File: config.mk
export PLATFORM = sky130hd
export DESIGN_NAME = dsc_ram
export DESIGN_NICKNAME = d
export VERILOG_FILES = /design/src/dsc_ram.sv
export SDC_FILE = /design/constraint.sdc
export NUM_CORES = 1
export LEC_CHECK = 0
export BUFFER_PORTS_ARGS = -buffer_cell sky130_fd_sc_hd__buf_4
export CORE_ASPECT_RATIO = 0.75
export CORE_MARGIN = 4
export CORE_UTILIZATION = 35
export CTS_CLUSTER_SIZE = 12
export DETAILED_ROUTE_END_ITERATION = 6
export RECOVER_POWER = 25
export REMOVE_ABC_BUFFERS = 1
export SYNTH_ARGS = -nofsm -noshare
export SYNTH_HDL_FRONTEND = slang
export SYNTH_SLANG_ARGS = --single-unit
File: constraint.sdc
create_clock -name clk_i -period 1.9 [get_ports clk_i]
set_clock_uncertainty 0.15 [all_clocks]
set_input_delay 0.38 -clock clk_i [delete_from_list [all_inputs] [get_ports clk_i]]
set_output_delay 0.38 -clock clk_i [all_outputs]
set_load 0.01 [all_outputs]
File: src/dsc_ram.sv
module dsc_ram #(
  parameter int W = 8,
  parameter int D = 16
) (
  input  logic                 clk_i,
  input  logic                 we_i,
  input  logic [$clog2(D)-1:0] waddr_i,
  input  logic [W-1:0]         wdata_i,
  input  logic [$clog2(D)-1:0] raddr_i,
  output logic [W-1:0]         rdata_o
);

  logic [W-1:0] mem [D];
  logic [W-1:0] rdata_q;

  always_ff @(posedge clk_i) begin
    if (we_i) begin
      mem[waddr_i] <= wdata_i;
    end
    rdata_q <= mem[raddr_i];
  end

  assign rdata_o = rdata_q;

endmodule
==> results of run 1 <==
[per-layer routing]
layer	global-route usage	up-vias	routed length, microns
met5	0	-	0
met4	0.04246	0	138
met3	0.04884	13	717
met2	0.2004	78	4895
met1	0.2017	1285	5132
li1	-	1101	-
[state kept, by name, summed over array words and instances (netlist names)]
signal   count
mem        128
rdata_o      8
[worst paths after layout]
| path | startpoint | to | cells past startpoint |
|---|---|---|---|
| worst max-delay path | mem[2][5]$_DFFE_PP_ | rdata_o[5]$_DFF_P_ | 3 |
| worst min-delay path | wdata_i[2] | mem[2][2]$_DFFE_PP_ | 1 |
| worst max register to register | mem[2][5]$_DFFE_PP_ | rdata_o[5]$_DFF_P_ | 3 |
| worst min register to register | mem[14][5]$_DFFE_PP_ | rdata_o[5]$_DFF_P_ | 3 |
[through the flow]
stage                     hold WS (ps)  power, mW  std cells
after floorplan                  328.9      3.575        219
after global placement           506.4      3.790        471
after CTS                        116.5      7.016        503
after global routing             164.4      7.182        503
after detailed placement         515.8      3.800        471
final                            158.9      6.972        503
[Yosys cell counts (all sizes together)]
| cell | n |
|---|---|
| nor2b | 1 |
| nand2b | 2 |
| nor2 | 13 |
| dfxtp | 8 |
| nand2 | 9 |
| clkdlybuf4s25 | 3 |
| or3b | 1 |
| mux4 | 32 |
| and2b | 1 |
| edfxtp | 128 |
| nand3b | 2 |
| a22oi | 16 |
| buf | 7 |
| and2 | 1 |
| nor3 | 4 |
| nand3 | 1 |
[power by group]
group / switching [mW] / leakage [nW] / internal [mW]
registers: 0.0209 / 1.22 / 3.36
clock network: 1.17 / 0.285 / 2.07
logic: 0.189 / 0.625 / 0.162
[final cells by class]
cell class                      count  share of cell area
Timing Repair Buffer               52             0.06567
Clock buffer                       21             0.07143
Tap cell                          200             0.03968
Multi-Input combinational cell     83              0.1677
Clock inverter                     11             0.02063
Sequential cell                   136              0.6349
[kinds of logic after synthesis]
| kind of cell | after synthesis | share of synthesized area |
|---|---|---|
| flops | 136 | 0.7778 |
| simple gates | 35 | 0.03184 |
| mux | 32 | 0.1502 |
| compound gates | 16 | 0.02334 |
| buf+inv | 10 | 0.01677 |
==> reports/qor.yml, run 1 <==
worst_setup_path:
  reg2reg_slack_ps: 340
  arrival_ps: 1700
  critPathTopFamily: "multiplexers"
  crit_required_ps: 2040
  end_kind: "flop"
  slowest_stage: "mux4_1"
  path_max_fanout: 1
  crit_chain: "mux4_1 > a22oi_1 > nand2_1"
  criticalPathCategory: "flop to flop"
  crit_path_start_kind: "flop"
  path_buf_inv: 0
  cpPeakStageDelay_ps: 500
timing:
  worst_slew_pin_slew_ps: 856.4
  rsz0062_at_grt: "false"
  period_share: 0.8224
  hold_violations: 0
  final.setup.tns_ps: 0
  finalSetupViolations: 0
  fin_crit_ps: 1563
  slew_headroom: 0.4279
  layout_setup_ws_ps: 337.4
  max_freq_mhz: 639.9
  drv_slew: 0
worst_hold_path:
  hold_path.class: "primary input to flop"
yosys:
  netlist_instances: 229
  synth.cell_area_sq_mm: 0.005147
  ys_top_cells_by_area: "edfxtp_1, mux4_2, mux4_1, dfxtp_1, a22oi_1"
  synth-seq-cells: 136
  syn_avg_cell_area_sq_um: 22.48
  yosys.area.top_type: "edfxtp_1"
  synth_top_area_frac: 0.7467
  synth-seq-area-share: 0.7778
  yosys_warnings: 0
  synth_cell_types: 19
route:
  via_per_inst: 4.924
  routedWlPerCell_microns: 21.64
  drcViolationCount: 0
  first_pass_iters: 4
  vias: 2477
  drt_wl_total_microns: 10880
  postRouteAntennaNets: 0
  drt_iter0_drc: 195
clock_network:
  post_cts_buffers: 0
  cts_resized: 0
  cts_tree: "yes"
  cts_buffers: 17
  cts_sinks: 136
  cts_buffer_depth: 2
  htreeDepth: 4
  cts-root-buf: "clkbuf_16"
  clk_pin_slew_worst_paths_ps: 60
  postCtsHoldBufs: 0
  clk_latency_ps: 420
cells_and_area:
  n_fill_cell: 1259
  seqCellArea_sq_mm: 0.004004
  nets: 308
  diodes: 0
  drive_gt1_frac: 0.3003
  multi_input_area_sq_mm: 0.001057
  area_growth_pct: 22.51
  utilization: 0.4363
  post-route-cell-area_sq_mm: 0.006306
  most-common-layout-cells: "edfxtp_1, buf_4, mux4_2, clkbuf_16, a22oi_1"
  final_common_cell: "edfxtp_1"
floorplan:
  initial_core_util: 0.3561
  dieWidth_microns: 148.0
  io_pins: 26
  die_h_microns: 113.0
  die-area_sq_mm: 0.01673
  coreArea_sq_mm: 0.01445
  fp-row-count: 38
global_routing:
  antenna_found_initial: 0
  grt_max_degree: 17
  grt_overflow: 0
  grt_pass1_vias: 2600
  grtUsageTotal: 0.1396
  grt_pass1_wl_microns: 16370
power:
  p_per_area_mw_per_mm2: 1106
  ir_drop_mv: 0.6023
  leakage_nw: 2.134
place:
  place.detailed.hpwl_microns: 7056
  io_buffers: 25
  place_ws_ps: -61.97
  gp_congestion: 0.7333
  place_area_sq_mm: 0.005752
job:
  maxCapViolations: 0
outcome:
  status: "complete, no violations"
No activity file was read; power rests on OpenSTA's default activity.
==> run 2: changes to the inputs <==
Clock period 1.9 ns to 1.6 ns, I/O delays scaled along.
==> reports/qor.yml, run 2 (synthesized netlist as in run 1, its figures left out) <==
outcome:
  status: "complete, no violations"
cells_and_area:
  most-common-layout-cells: "edfxtp_1, buf_4, mux4_2, clkbuf_16, a22oi_1"
  drive_gt1_frac: 0.3269  # +0.02659
  post-route-cell-area_sq_mm: 0.006334  # +0.44%
  diodes: 0  # unchanged
  n_fill_cell: 1271  # +0.95%
  largest_register_ffs: 128  # unchanged
  regMostFlops: "mem"
  area_growth_pct: 23.04
  nets: 317  # +2.9%
  final_common_cell: "edfxtp_1"
global_routing:
  grt_overflow: 0  # unchanged
  grt_max_degree: 17  # unchanged
  grt_pass1_vias: 2663  # +2.4%
  grtUsageTotal: 0.1349  # -0.004645
  antenna_found_initial: 0  # unchanged
  grt_pass1_wl_microns: 16340  # -0.21%
timing:
  final.setup.tns_ps: 0  # unchanged
  finalSetupViolations: 0  # unchanged
  rsz0062_at_grt: "false"
  whs_ps: 259.4  # +100.5 ps
  worst_slew_pin_slew_ps: 860.1  # +3.666 ps
  fin_crit_ps: 1545
  slew_headroom: 0.4254  # -0.002449
  max_freq_mhz: 647.1
  drv_slew: 0  # unchanged
  hold_violations: 0  # unchanged
  period_share: 0.9659
floorplan:
  initial_core_util: 0.3561  # unchanged
  coreArea_sq_mm: 0.01445  # unchanged
  fp-row-count: 38  # unchanged
  die-area_sq_mm: 0.01673  # unchanged
  io_pins: 26  # unchanged
  dieWidth_microns: 148.0  # unchanged
  die_h_microns: 113.0  # unchanged
worst_setup_path:
  cpPeakStageDelay_ps: 550  # +50 ps
  crit_chain: "buf_4 > buf_4 > mux4_1 > a22oi_1 > nand2_1"
  end_kind: "flop"
  slowest_stage: "mux4_1"
  arrival_ps: 1670  # -30 ps
  path_max_fanout: 9  # +8
  crit_top_cell: "buf_4"
  crit_required_ps: 1730  # -310 ps
  criticalPathCategory: "primary input to flop"
  crit_path_start_kind: "primary input"
worst_hold_path:
  hold_path.class: "primary input to flop"
power:
  clock_power_share: 0.441  # -0.024
  switchingPower_mw: 1.595  # +16%
  power_mw: 7.951  # +14%
  pwr-share-seq: 0.505  # +0.021
  internal_power_mw: 6.356  # +14%
  p_sw_frac: 0.2006  # +0.002769
  comb_power_share: 0.054  # +0.004
  p_per_area_mw_per_mm2: 1255  # +14%
  leakage_nw: 2.151  # +0.79%
  ir_drop_mv: 0.7644  # +27%
clock_network:
  clk_latency_ps: 410  # about the same
  cts_sinks: 136  # unchanged
  cts_tree: "yes"
  cts-root-buf: "clkbuf_16"
  post_cts_buffers: 0  # unchanged
  htreeDepth: 4  # unchanged
  cts_buffer_depth: 2  # unchanged
  clk_pin_slew_worst_paths_ps: 50  # about the same
  cts_buffers: 17  # unchanged
place:
  place_area_sq_mm: 0.005827  # +1.3%
  place.detailed.hpwl_microns: 7176  # +1.7%
  gp_congestion: 0.7476  # +2.0%
  io_buffers: 25  # unchanged
route:
  vias: 2488  # +0.44%
  routedWlPerCell_microns: 20.27  # -6.3%
  first_pass_iters: 4  # unchanged
  postRouteAntennaNets: 0  # unchanged
  drcViolationCount: 0  # unchanged
  via_per_inst: 4.859  # -1.3%
  drt_wl_total_microns: 10380  # -4.6%
  drt_iter0_drc: 199  # +2.1%
job:
  maxCapViolations: 0  # unchanged
run 2: power by group through the flow:
stage	clock network [mW]	registers [mW]	logic, mW
2_1_floorplan	0	4.09	0.160
3_3_place_gp	0	4.08	0.440
3_5_place_dp	0	4.08	0.447
4_1_cts	3.58	4.01	0.450
5_1_grt	3.76	4.02	0.469
6_report	3.51	4.01	0.430
run 2: repair_timing:
| action | 4_1_cts | 5_1_grt |
|---|---|---|
| resized for setup | 2 | 1 |
| hold buffers | 0 | 0 |
| pin swaps | 1 | 1 |
| endpoints found under the setup margin | 1 | 2 |
| cloned | 0 | 0 |
run 2: final cells by class:
class / instances / area (sq um) / area share
multi-input cells: 83 / 1064 / 0.1679
well taps: 200 / 250.2 / 0.03951
clock inverters: 9 / 80.08 / 0.01264
flip-flops and latches: 136 / 4004 / 0.6322
repair buffers: 61 / 478.0 / 0.07546
clock buffers: 23 / 457.9 / 0.07230
run 2: worst max-delay path: cells and delay by family:
family / cells / cell delay (ps)
AND/OR/NAND/NOR: 1 / 100
multiplexers: 1 / 550
AO/OA/AOI/OAI: 1 / 290
buffers and inverters: 2 / 410
run 2: worst paths after layout:
path,from,endpoint,slack (ps),cells after the start
hold / removal,waddr_i[0],mem[0][5]$_DFFE_PP_,260,3
hold reg to reg,mem[14][5]$_DFFE_PP_,rdata_o[5]$_DFF_P_,510,3
setup reg to reg,mem[9][1]$_DFFE_PP_,rdata_o[1]$_DFF_P_,70,3
setup / recovery,raddr_i[0],rdata_o[1]$_DFF_P_,50,5
run 2: stage by stage:
stage	utilization	instances	setup slack [ps]
finish	0.4382	512	54.62
global route	0.4382	512	23.33
CTS	0.4404	513	27.74
detailed placement	0.4031	481	-390.5
global placement	0.4031	481	-403.4
floorplan	-	219	-362.9
run 2: routing by layer:
| metal | wire, microns | global-route usage | vias to the layer above |
|---|---|---|---|
| li1 | - | - | 1121 |
| met1 | 5002 | 0.2050 | 1280 |
| met2 | 4564 | 0.1867 | 79 |
| met3 | 721 | 0.04323 | 8 |
| met4 | 91 | 0.03877 | 0 |
| met5 | 0 | 0 | - |
